### src/hw/rtl/ghx_pkg.sv
// ----------------------------------------------------------------------------
// ghx_pkg
// Shared types and constants for the gzip header name/comment extractor.
// ----------------------------------------------------------------------------
package ghx_pkg;

    localparam logic [7:0] MAGIC_FIRST    = 8'h1f;
    localparam logic [7:0] MAGIC_SECOND   = 8'h8b;
    localparam int         FLAG_FEXTRA    = 2;
    localparam int         FLAG_FNAME     = 3;
    localparam int         FLAG_FCOMMENT  = 4;
    localparam logic [3:0] POS_MAGIC_LOW  = 4'd0;
    localparam logic [3:0] POS_MAGIC_HIGH = 4'd1;
    localparam logic [3:0] POS_FLAGS      = 4'd3;
    localparam logic [3:0] POS_LAST_FIXED = 4'd9;
    localparam logic [3:0] POS_XLEN_LOW   = 4'd10;
    localparam logic [3:0] POS_XLEN_HIGH  = 4'd11;

    localparam int QUEUE_DEPTH = 4;

    typedef enum logic [2:0] {
        PH_IDLE,
        PH_HEADER,
        PH_SKIP,
        PH_NAME,
        PH_COMMENT,
        PH_DONE
    } phase_t;

    typedef enum logic [1:0] {
        KIND_NAME    = 2'd0,
        KIND_COMMENT = 2'd1,
        KIND_STATUS  = 2'd2
    } kind_t;

    typedef enum logic [2:0] {
        ST_OK        = 3'd0,
        ST_BAD_MAGIC = 3'd1,
        ST_NO_NAME   = 3'd2,
        ST_NOT_ASCII = 3'd3,
        ST_TRUNCATED = 3'd4
    } status_t;

    typedef struct packed {
        kind_t      kind;
        logic [7:0] char_value;
        logic       end_of_field;
        status_t    status;
        logic       comment_follows;
    } result_t;

endpackage

### src/hw/rtl/gzip_header_name_comment_extractor.sv
// a result is registered into the result queue when its byte is taken and is offered from the queue head
// throughput: one byte per cycle; input stalls only when the result queue
// holds QueueDepth entries
// reset (rst_n, asynchronous): parse idle until a first-byte mark, queue empty
// ----------------------------------------------------------------------------
// gzip_header_name_comment_extractor
// Walks a gzip header byte stream and emits file name and comment characters
// with a status on the last character of each field, or a status-only result when the header is bad or cut short.
// ----------------------------------------------------------------------------
module gzip_header_name_comment_extractor
    import ghx_pkg::*;
#(
    parameter int QueueDepth = QUEUE_DEPTH
)
(
    input  logic       clk,
    input  logic       rst_n,
    input  logic       in_valid,
    output logic       in_ready,
    input  logic [7:0] data_byte,
    input  logic       first_byte,
    input  logic       last_byte,
    output logic       out_valid,
    input  logic       out_ready,
    output logic [1:0] result_kind,
    output logic [7:0] char_value,
    output logic       end_of_field,
    output logic [2:0] status,
    output logic       comment_follows
);

    logic    take;
    logic    push;
    logic    full;
    result_t res;
    result_t head;

    assign in_ready = !full;
    assign take     = in_valid && in_ready;

    ghx_front u_front (
        .clk        (clk),
        .rst_n      (rst_n),
        .take       (take),
        .data_byte  (data_byte),
        .first_byte (first_byte),
        .last_byte  (last_byte),
        .push       (push),
        .res        (res)
    );

    ghx_queue #(
        .Depth (QueueDepth)
    ) u_queue (
        .clk        (clk),
        .rst_n      (rst_n),
        .push       (push),
        .push_data  (res),
        .full       (full),
        .head_valid (out_valid),
        .pop        (out_ready),
        .head       (head)
    );

    assign result_kind     = head.kind;
    assign char_value      = head.char_value;
    assign end_of_field    = head.end_of_field;
    assign status          = head.status;
    assign comment_follows = head.comment_follows;

endmodule

### src/hw/rtl/ghx_front.sv
// ----------------------------------------------------------------------------
// ghx_front
// Header walker: takes one byte per transfer, updates the parse state and
// produces at most one result per byte for the queue.
// ----------------------------------------------------------------------------
module ghx_front
    import ghx_pkg::*;
(
    input  logic       clk,
    input  logic       rst_n,
    input  logic       take,
    input  logic [7:0] data_byte,
    input  logic       first_byte,
    input  logic       last_byte,
    output logic       push,
    output result_t    res
);

    phase_t      phase_reg, phase_next;
    logic [3:0]  pos_reg, pos_next;
    logic [7:0]  flags_reg, flags_next;
    logic [7:0]  xlow_reg, xlow_next;
    logic [15:0] skip_reg, skip_next;
    logic        saw_reg, saw_next;

    // a first-byte mark restarts the parse at offset 0 with cleared state
    phase_t      cur_phase;
    logic [3:0]  cur_pos;
    logic [7:0]  cur_flags;
    logic [7:0]  cur_xlow;
    logic [15:0] cur_skip;
    logic        cur_saw;

    assign cur_phase = first_byte ? PH_HEADER : phase_reg;
    assign cur_pos   = first_byte ? 4'd0  : pos_reg;
    assign cur_flags = first_byte ? 8'd0  : flags_reg;
    assign cur_xlow  = first_byte ? 8'd0  : xlow_reg;
    assign cur_skip  = first_byte ? 16'd0 : skip_reg;
    assign cur_saw   = first_byte ? 1'b0  : saw_reg;

    logic        bad_magic;
    logic        no_name;
    logic [15:0] xlen;
    logic [15:0] skip_dec;
    logic        name_ok_end;
    logic        follows;

    assign bad_magic = (cur_pos == POS_MAGIC_LOW  && data_byte != MAGIC_FIRST) ||
                       (cur_pos == POS_MAGIC_HIGH && data_byte != MAGIC_SECOND);
    assign no_name   = (cur_pos == POS_FLAGS) && !data_byte[FLAG_FNAME];
    assign xlen      = {data_byte, cur_xlow};
    assign skip_dec  = cur_skip - 16'd1;
    assign name_ok_end = (cur_phase == PH_NAME) && !cur_saw;
    assign follows   = name_ok_end && cur_flags[FLAG_FCOMMENT] && !last_byte;

    // next parse phase
    always_comb
    begin
        phase_next = cur_phase;
        case (cur_phase)
            PH_HEADER:
            begin
                if (bad_magic || no_name)
                begin
                    phase_next = PH_DONE;
                end
                else
                begin
                    if (cur_pos == POS_XLEN_HIGH)
                    begin
                        phase_next = (xlen != 16'd0) ? PH_SKIP : PH_NAME;
                    end
                    else if (cur_pos == POS_LAST_FIXED && !cur_flags[FLAG_FEXTRA])
                    begin
                        phase_next = PH_NAME;
                    end
                    if (last_byte)
                    begin
                        phase_next = PH_DONE;
                    end
                end
            end
            PH_SKIP:
            begin
                if (last_byte)
                begin
                    phase_next = PH_DONE;
                end
                else if (skip_dec == 16'd0)
                begin
                    phase_next = PH_NAME;
                end
            end
            PH_NAME, PH_COMMENT:
            begin
                if (data_byte == 8'd0)
                begin
                    phase_next = follows ? PH_COMMENT : PH_DONE;
                end
                else if (last_byte)
                begin
                    phase_next = PH_DONE;
                end
            end
            default:
            begin
                phase_next = cur_phase;
            end
        endcase
    end

    // datapath state and result
    always_comb
    begin
        pos_next   = cur_pos;
        flags_next = cur_flags;
        xlow_next  = cur_xlow;
        skip_next  = cur_skip;
        saw_next   = cur_saw;
        push       = 1'b0;
        res.kind            = KIND_STATUS;
        res.char_value      = 8'd0;
        res.end_of_field    = 1'b1;
        res.status          = ST_OK;
        res.comment_follows = 1'b0;
        case (cur_phase)
            PH_HEADER:
            begin
                pos_next = cur_pos + 4'd1;
                if (cur_pos == POS_FLAGS)
                begin
                    flags_next = data_byte;
                end
                if (cur_pos == POS_XLEN_LOW)
                begin
                    xlow_next = data_byte;
                end
                if (cur_pos == POS_XLEN_HIGH)
                begin
                    skip_next = xlen;
                end
                if (bad_magic)
                begin
                    push       = 1'b1;
                    res.status = ST_BAD_MAGIC;
                end
                else if (no_name)
                begin
                    push       = 1'b1;
                    res.status = ST_NO_NAME;
                end
                else if (last_byte)
                begin
                    push       = 1'b1;
                    res.status = ST_TRUNCATED;
                end
            end
            PH_SKIP:
            begin
                skip_next = skip_dec;
                if (last_byte)
                begin
                    push       = 1'b1;
                    res.status = ST_TRUNCATED;
                end
            end
            PH_NAME, PH_COMMENT:
            begin
                push           = 1'b1;
                res.kind       = (cur_phase == PH_NAME) ? KIND_NAME : KIND_COMMENT;
                res.char_value = data_byte;
                if (data_byte == 8'd0)
                begin
                    saw_next            = 1'b0;
                    res.status          = cur_saw ? ST_NOT_ASCII : ST_OK;
                    res.comment_follows = follows;
                end
                else
                begin
                    saw_next = cur_saw | data_byte[7];
                    if (last_byte)
                    begin
                        res.status = ST_TRUNCATED;
                    end
                    else
                    begin
                        res.end_of_field = 1'b0;
                    end
                end
            end
            default:
            begin
                push = 1'b0;
            end
        endcase
        push = push & take;
    end

    always_ff @(posedge clk or negedge rst_n)
    begin
        if (!rst_n)
        begin
            phase_reg <= PH_IDLE;
            pos_reg   <= 4'd0;
            flags_reg <= 8'd0;
            xlow_reg  <= 8'd0;
            skip_reg  <= 16'd0;
            saw_reg   <= 1'b0;
        end
        else if (take)
        begin
            phase_reg <= phase_next;
            pos_reg   <= pos_next;
            flags_reg <= flags_next;
            xlow_reg  <= xlow_next;
            skip_reg  <= skip_next;
            saw_reg   <= saw_next;
        end
    end

endmodule

### src/hw/rtl/ghx_queue.sv
// ----------------------------------------------------------------------------
// ghx_queue
// Short result queue between the header walker and the output channel.
// ----------------------------------------------------------------------------
module ghx_queue
    import ghx_pkg::*;
#(
    parameter int Depth = QUEUE_DEPTH
)
(
    input  logic    clk,
    input  logic    rst_n,
    input  logic    push,
    input  result_t push_data,
    output logic    full,
    output logic    head_valid,
    input  logic    pop,
    output result_t head
);

    localparam int AW = (Depth > 1) ? $clog2(Depth) : 1;
    localparam int CW = $clog2(Depth + 1);
    localparam logic [AW-1:0] LAST_PTR = AW'(Depth - 1);
    localparam logic [CW-1:0] FULL_CNT = CW'(Depth);

    result_t       entry_reg [Depth];
    logic [AW-1:0] wr_ptr_reg, wr_ptr_next;
    logic [AW-1:0] rd_ptr_reg, rd_ptr_next;
    logic [CW-1:0] count_reg, count_next;
    logic          do_pop;

    assign full       = (count_reg == FULL_CNT);
    assign head_valid = (count_reg != '0);
    assign head       = entry_reg[rd_ptr_reg];
    assign do_pop     = pop && head_valid;

    always_comb
    begin
        wr_ptr_next = wr_ptr_reg;
        rd_ptr_next = rd_ptr_reg;
        count_next  = count_reg;
        if (push)
        begin
            wr_ptr_next = (wr_ptr_reg == LAST_PTR) ? '0 : wr_ptr_reg + 1'b1;
        end
        if (do_pop)
        begin
            rd_ptr_next = (rd_ptr_reg == LAST_PTR) ? '0 : rd_ptr_reg + 1'b1;
        end
        if (push && !do_pop)
        begin
            count_next = count_reg + 1'b1;
        end
        else if (do_pop && !push)
        begin
            count_next = count_reg - 1'b1;
        end
    end

    always_ff @(posedge clk)
    begin
        if (push)
        begin
            entry_reg[wr_ptr_reg] <= push_data;
        end
    end

    always_ff @(posedge clk or negedge rst_n)
    begin
        if (!rst_n)
        begin
            wr_ptr_reg <= '0;
            rd_ptr_reg <= '0;
            count_reg  <= '0;
        end
        else
        begin
            wr_ptr_reg <= wr_ptr_next;
            rd_ptr_reg <= rd_ptr_next;
            count_reg  <= count_next;
        end
    end

endmodule
### config.mk
export PLATFORM = sky130hd
export DESIGN_NAME = gzip_header_name_comment_extractor
export DESIGN_NICKNAME = d
export VERILOG_FILES = /design/src/hw/rtl/ghx_pkg.sv /design/src/hw/rtl/gzip_header_name_comment_extractor.sv /design/src/hw/rtl/ghx_front.sv /design/src/hw/rtl/ghx_queue.sv
export SDC_FILE = /design/constraint.sdc
export NUM_CORES = 1
export LEC_CHECK = 0
export BUFFER_PORTS_ARGS = -buffer_cell sky130_fd_sc_hd__buf_2
export CAP_MARGIN = 20
export CELL_PAD_IN_SITES_DETAIL_PLACEMENT = 2
export CELL_PAD_IN_SITES_GLOBAL_PLACEMENT = 2
export CORE_UTILIZATION = 30
export DETAILED_ROUTE_END_ITERATION = 10
export PLACE_DENSITY = 0.66
export SYNTH_ARGS = -nofsm -noshare
export SYNTH_HDL_FRONTEND = slang
export SYNTH_SLANG_ARGS = --single-unit
### constraint.sdc
create_clock -name clk -period 3.3 [get_ports clk]
set_clock_uncertainty 0.15 [all_clocks]
set_input_delay 0.33 -clock clk [delete_from_list [all_inputs] [get_ports clk]]
set_output_delay 0.33 -clock clk [all_outputs]
set_load 0.05 [all_outputs]
## Yosys cells after proc, flatten, opt, wreduce, memory -nomap -nowiden

Memory sizes are Yosys's and may differ from the RTL's.
Cells that the tools add are included.

- Flip-flop bits (word level): 47
- Output and inout port bits: 17
- Bits in writable memories: 60
- Bits of input ports: 14
- Memories kept: 1

Memories:

| name | words | bits a word | rd ports | clocked after memory_dff | write ports | line | text |
|---|---|---|---|---|---|---|---|
| u_queue.entry_reg | 4 | 15 | 1 | 0 | 1 | ghx_queue.sv:26 | `result_t entry_reg [Depth];` |

- $add $sub $neg: 6
- Reductions and logical operators: 27
- Bitwise operators: 2
- Eq/ne operators: 14
- Mux-type cells: 47

Operators by type and width:

| kind | count |
|---|---|
| 8-bit two-way mux | 6 |
| 3-bit two-way mux | 15 |
| 16-bit two-way mux | 2 |
| 16-bit case mux with 2 select lines | 1 |
| 3-bit case mux with 3 select lines | 2 |
| 16-bit zero test | 1 |
| 16-bit nonzero test | 1 |
| 16-bit by 1-bit subtractor with 16-bit output, second input constant | 1 |
| 1-bit two-way mux | 14 |
| 4-bit == test, second input constant | 3 |
| 1-bit logical AND | 11 |
| 11-bit two-way mux | 1 |
| 8-bit zero test | 1 |
| 4-bit two-way mux | 2 |
| 8-bit by 5-bit inequality test with 1-bit output, second input constant | 1 |
| 8-bit inequality test, second input constant | 1 |
| 1-bit zero test | 7 |
| 3-bit by 2-bit == test with 1-bit output, second input constant | 2 |
| 3-bit == test, second input constant | 2 |
| 2-bit two-way mux | 3 |
| 2-bit by 1-bit adder with 2-bit output, second input constant | 2 |
| 4-bit by 1-bit adder with 4-bit output, second input constant | 1 |
| 2-bit == test, second input constant | 2 |
| 4-bit by 1-bit == test with 1-bit output, second input constant | 1 |
| other kinds (12) | 13 |

## Longest topological paths before layout

- Depth in word-level cells: 11
- Mapped depth: 19

## Cells and area by module

From an unflattened synthesis, not the netlist that was laid out.

- Cell total of the unflattened synthesis: 429
- Area total of the unflattened synthesis: 5097.4 um^2

Modules (own cells, without submodules):

| module | cells each | sequential area each (um^2) | area an instance (um^2) | times used |
|---|---|---|---|---|
| ghx_queue | 116 | 1976.9 | 2632.5 | 1 |
| ghx_front | 311 | 850.8 | 2454.9 | 1 |
| gzip_header_name_comment_extractor | 2 | 0.0 | 10.0 | 1 |

## Least setup slack after synthesis

No wires, ideal clock.

- Path kind: input port to flip-flop
- Start point: input first_byte
- End point: register u_queue.count_reg[1]
- Required time: 3.025 ns
- Cell stages on the path: 17
- Arrival: 3.759 ns
- Library setup time: 0.125 ns
- Path slack: -0.734 ns
- Path through: clkbuf_1 clkbuf_1 clkbuf_1 clkbuf_1 nand2b_1 inv_1 ha_1 nor4bb_1 o211ai_1 nor2b_1 nor2b_1 o221ai_2 inv_2 ha_1 inv_1 fa_1 mux2_2

RTL lines:

| what | line | text |
|---|---|---|
| from (decl) | gzip_header_name_comment_extractor.sv:21 | `input logic first_byte,` |
| 4-bit two-way mux | ghx_front.sv:35 | `assign cur_pos = first_byte ? 4'd0 : pos_reg;` |
| 4-bit by 2-bit == test with 1-bit output, or another cell as far along | ghx_front.sv:50 | `assign no_name = (cur_pos == POS_FLAGS) && !data_byte[FLAG_FNAME];` |
| 1-bit logical AND, on equally long branches | ghx_front.sv:50, ghx_front.sv:48, ghx_front.sv:49 |  |
| 1-bit two-way mux or 1-bit logical OR (tied branches) | ghx_front.sv:147, ghx_front.sv:48 |  |
| 1-bit two-way mux | ghx_front.sv:142 | `if (bad_magic)` |
| 1-bit case mux with 3 select lines (*) | ghx_front.sv:126 | `case (cur_phase)` |
| 1-bit bitwise AND (*) | ghx_front.sv:196 | `push = push & take;` |
| via push | gzip_header_name_comment_extractor.sv:33 | `logic push;` |
| 1-bit logical AND (*) | ghx_queue.sv:50 | `if (push && !do_pop)` |
| 3-bit two-way mux (*) | ghx_queue.sv:50 |  |
| via u_queue.count_next[1] | ghx_queue.sv:29 | `logic [CW-1:0] count_reg, count_next;` |
| to (signal assigned) | ghx_queue.sv:80 | `count_reg <= count_next;` |
| to (decl) | ghx_queue.sv:29 |  |

Mark *: on every way through the listed nets, which the timed path passes. The rest lies on a longest branch.
A chain may end at the register's enable or synchronous reset.

## Worst setup path in the final report

- Start point: register u_front.pos_reg[0]
- End point: register u_queue.count_reg[1]

RTL lines:

| what | line | text |
|---|---|---|
| from (decl) | ghx_front.sv:20 | `logic [3:0] pos_reg, pos_next;` |
| from (signal assigned) | ghx_front.sv:213 | `pos_reg <= pos_next;` |
| 4-bit two-way mux (*) | ghx_front.sv:35 |  |
| 4-bit by 2-bit == test with 1-bit output, or another cell as far along | ghx_front.sv:50 |  |
| 1-bit logical AND, on equally long branches | ghx_front.sv:50, ghx_front.sv:48, ghx_front.sv:49 |  |
| 1-bit two-way mux or 1-bit logical OR (tied branches) | ghx_front.sv:147, ghx_front.sv:48 |  |
| 1-bit two-way mux (*) | ghx_front.sv:142 |  |
| 1-bit case mux with 3 select lines (*) | ghx_front.sv:126 |  |
| 1-bit bitwise AND (*) | ghx_front.sv:196 |  |
| via push | gzip_header_name_comment_extractor.sv:33 |  |
| 1-bit logical AND (*) | ghx_queue.sv:50 |  |
| 3-bit two-way mux (*) | ghx_queue.sv:50 |  |
| via u_queue.count_next[1] | ghx_queue.sv:29 |  |

Marks and branches as above.

==> summary.md <==
| Metric | Value |
|---|---|
| Vias per cell | around 5.3 |
| Initial antenna violation count | 0 |
| # fillers | roughly 1.7k |
| Crit. Startpoint | u_front.pos_reg[0] |
| Core area | 16,600 sq um |
| CTS tree | done |
| Status | finished clean |
| Critical Path Fanout Max | 7 |
| Die width | approximately 130 um |
| Most instantiated library cell after synthesis | edfxtp_1 |
| Top FF cell, synth | edfxtp_1 |
| Syn avg cell area | between 10 and 15 sq um |
| Cell variety after synth | 59 |
| Die Area | between 15,000 and 20,000 sq um |
| Post-synth EDFFs | 60 |
| TNS Setup | 0 ns |
| Final Setup Violations | 0 |
| Slowest-stage cell, CP | dfrtp_1 |
| Routed WL | between 10 and 15 mm |
| Max reg flops | 60 |
| RSZ-0062 raised after global routing | no |
| All-layer global routing usage | 0.181 |
| Worst slew pin tran | between 0.7 and 0.8 ns |
| Worst-path cell chain | nand2b_4, inv_4, ha_4, nor4bb_1, o211ai_1, nor2b_2, nor2b_4, o221ai_4, inv_2, ha_4, inv_2, fa_1, mux2_2 |
| CTS Sinks | around 100 |
| Clock slew seen by the registers of the worst setup and hold paths | about 0.09 ns |
| Top cell family by delay on the critical path | adder cells |
| R2R Setup Slk | 0.25 ns |
| Comb pwr share | 0.378 |
| Post-synth top area share | 0.350 |
| WL/cell | roughly 22 um |
| Vias | 3,683 |
| # IOs | 31 |
| Clock buffer depth | 2 |
| Post-DP HPWL | 10.5 mm |
| Share of layout cells above drive strength 1 | 0.210 |
| Hold WC Path Type | primary input to register |
| Yosys reg bits | 101 |
| Nature of the critical path endpoint | register |
| Total CTS buffers | 9 |
| First-pass GRT wire length | 24.1 mm |
| Critical Path RT | between 3 and 4 ns |
| Critical path class | register to register |
| Crit path largest cell delay | roughly 0.46 ns |
| PwrDens | 766 nW/um^2 |
| Htree depth | 3 |
| Leakage Power | 0.00236 uW |
| CP bufs+invs | 3 |
| Fin nets | 493 |
| Synth top cells by count | edfxtp_1 (60), dfrtp_1 (41), nor2_1 (34) |
| Post-route ant nets | 0 |
| Synthesized area | approximately 5100 sq um |
| Post-Synthesis Cells | between 400 and 500 |
| Root buffer cell | clkbuf_16 |
| Clock power frac | 0.239 |
| Max-Cap Viols | 0 |
| Fin. max-slew vios | 0 |
| Critical path data arrival time | roughly 3.1 ns |
| Period utilization | 0.925 |
| Register area | ~2800 sq um |
| Headroom to the max-slew limit | 0.479 |
| CP Launch Type | register |
| Net Count, Synth | roughly 460 |
| Worst Hold Launch | data_byte[6] |
| Ant diodes | 0 |
| Post-synthesis sequential area ratio | 0.549 |
| FF-to-FF Start | u_front.pos_reg[0] |
| Total Power | approximately 4600 uW |
| I/O Buffers | 30 |
| Worst VDD drop | between 200 and 300 uV |
| Final Hold Viols | 0 |
| Area leader, netlist | edfxtp_1 |
| Pre-antenna DRT Iters | 4 |
| RD Place Congestion | 0.760 |
| Initial Utilization | 0.309 |
| Asr flop ratio synth | 0.406 |
| Number of synthesis warnings | 0 |
| Psw | approximately 1900 uW |
| Number of global-route vias before repair | around 4k |
| Starting DRT DRC Count | 150 |
| Fmax | about 0.33 GHz |
| Area growth, synth to finish | 16.8% |
| Pint | roughly 2700 uW |
| # DRC | 0 |
| Total gr overflow | 0 |
| FP Rows | 47 |
| Post-CTS setup buffer count | 0 |
| Worst-Skew Late Latency | between 0.3 and 0.4 ns |
| Synth top area cells | edfxtp_1 (35%), dfrtp_1 (20%), mux4_2 (6.6%) |
| Die Ht | between 100 and 150 um |
| Worst hold slack | around 0.11 ns |
| Sequential share of power | 0.383 |
| Min Tclk post-route | around 3.1 ns |
| Sw frac | 0.406 |
| Multi-input logic area | 2250 sq um |
| Largest net degree at the start of global routing | 50 |
cell type report:
class / count / share of cell area
Sequential cell: 101 / 0.470
Multi-Input combinational cell: 293 / 0.375
Clock buffer: 9 / 0.0375
Timing Repair Buffer: 46 / 0.0474
Inverter: 15 / 0.00978
Clock inverter: 7 / 0.0146
Tap cell: 220 / 0.0458
cells by family (layout without fill, tap and decap cells):
family                   after synthesis  after routing  share of synthesized area
XOR/XNOR                              13             13                     0.0221
buffers and inverters                 38             77                     0.0289
multiplexers                          23             23                     0.0829
adder cells (fa/ha/maj)               13             13                     0.0331
AO/OA/AOI/OAI                         92             92                      0.124
flip-flops                           101            101                      0.549
AND/OR/NAND/NOR                      152            152                      0.159
final timing paths:
path	to	cells after the start
hold / removal	u_front.xlow_reg[6]	2
setup reg to reg	u_queue.count_reg[1]	13
max in group asynchronous	u_front.pos_reg[0]	3
hold reg to reg	u_front.flags_reg[4]	1
setup / recovery	u_queue.count_reg[1]	13
min in group asynchronous	u_front.skip_reg[6]	2
power groups by stage:
stage / Sequential, uW / Clock (uW) / Combinational (uW)
after global placement: 1770 / 0 / 1690
after detailed placement: 1790 / 0 / 1760
after CTS: 1770 / 1140 / 1770
after floorplan: 1680 / 0 / 1380
after global routing: 1800 / 1170 / 1880
final: 1760 / 1100 / 1740
layout by cell type (no fill, tap or decap), drive strengths merged, types with 4 or more instances in the layout:
master / n
a22oi: 9
nand2: 32
inv: 18
nor4: 9
xnor2: 7
nand3b: 5
nor2: 35
nand2b: 7
o22ai: 4
nor3: 9
a21oi: 10
ha: 12
mux2: 7
o21ai: 27
clkbuf: 9
nor2b: 13
xor2: 6
edfxtp: 60
mux4: 15
o21a: 5
or3: 4
and2: 10
a221o: 4
and3: 5
buf: 45
nand3: 6
a22o: 13
dfrtp: 41
per-stage QoR:
step	cells	setup slack, ns	utilization	area [sq um]
floorplan	432	-0.0278	-	5270
global placement	672	0.331	0.340	5660
detailed placement	673	0.214	0.341	5670
CTS	689	0.220	0.360	5980
global route	691	0.0699	0.361	6010
finish	691	0.248	0.361	6010
layer usage:
metal	share of wire	track usage	vias up
met5	0	0	-
met4	0.018	0.0600	0
met3	0.019	0.0280	20
met2	0.50	0.309	52
met1	0.46	0.232	1919
li1	-	-	1692
what timing repair did:
item | in CTS | in global routing
hold endpoints to repair | 0 | 15
hold buffers | 0 | 1
resized for setup | 0 | 0
(Power assumes the default switching activity.)
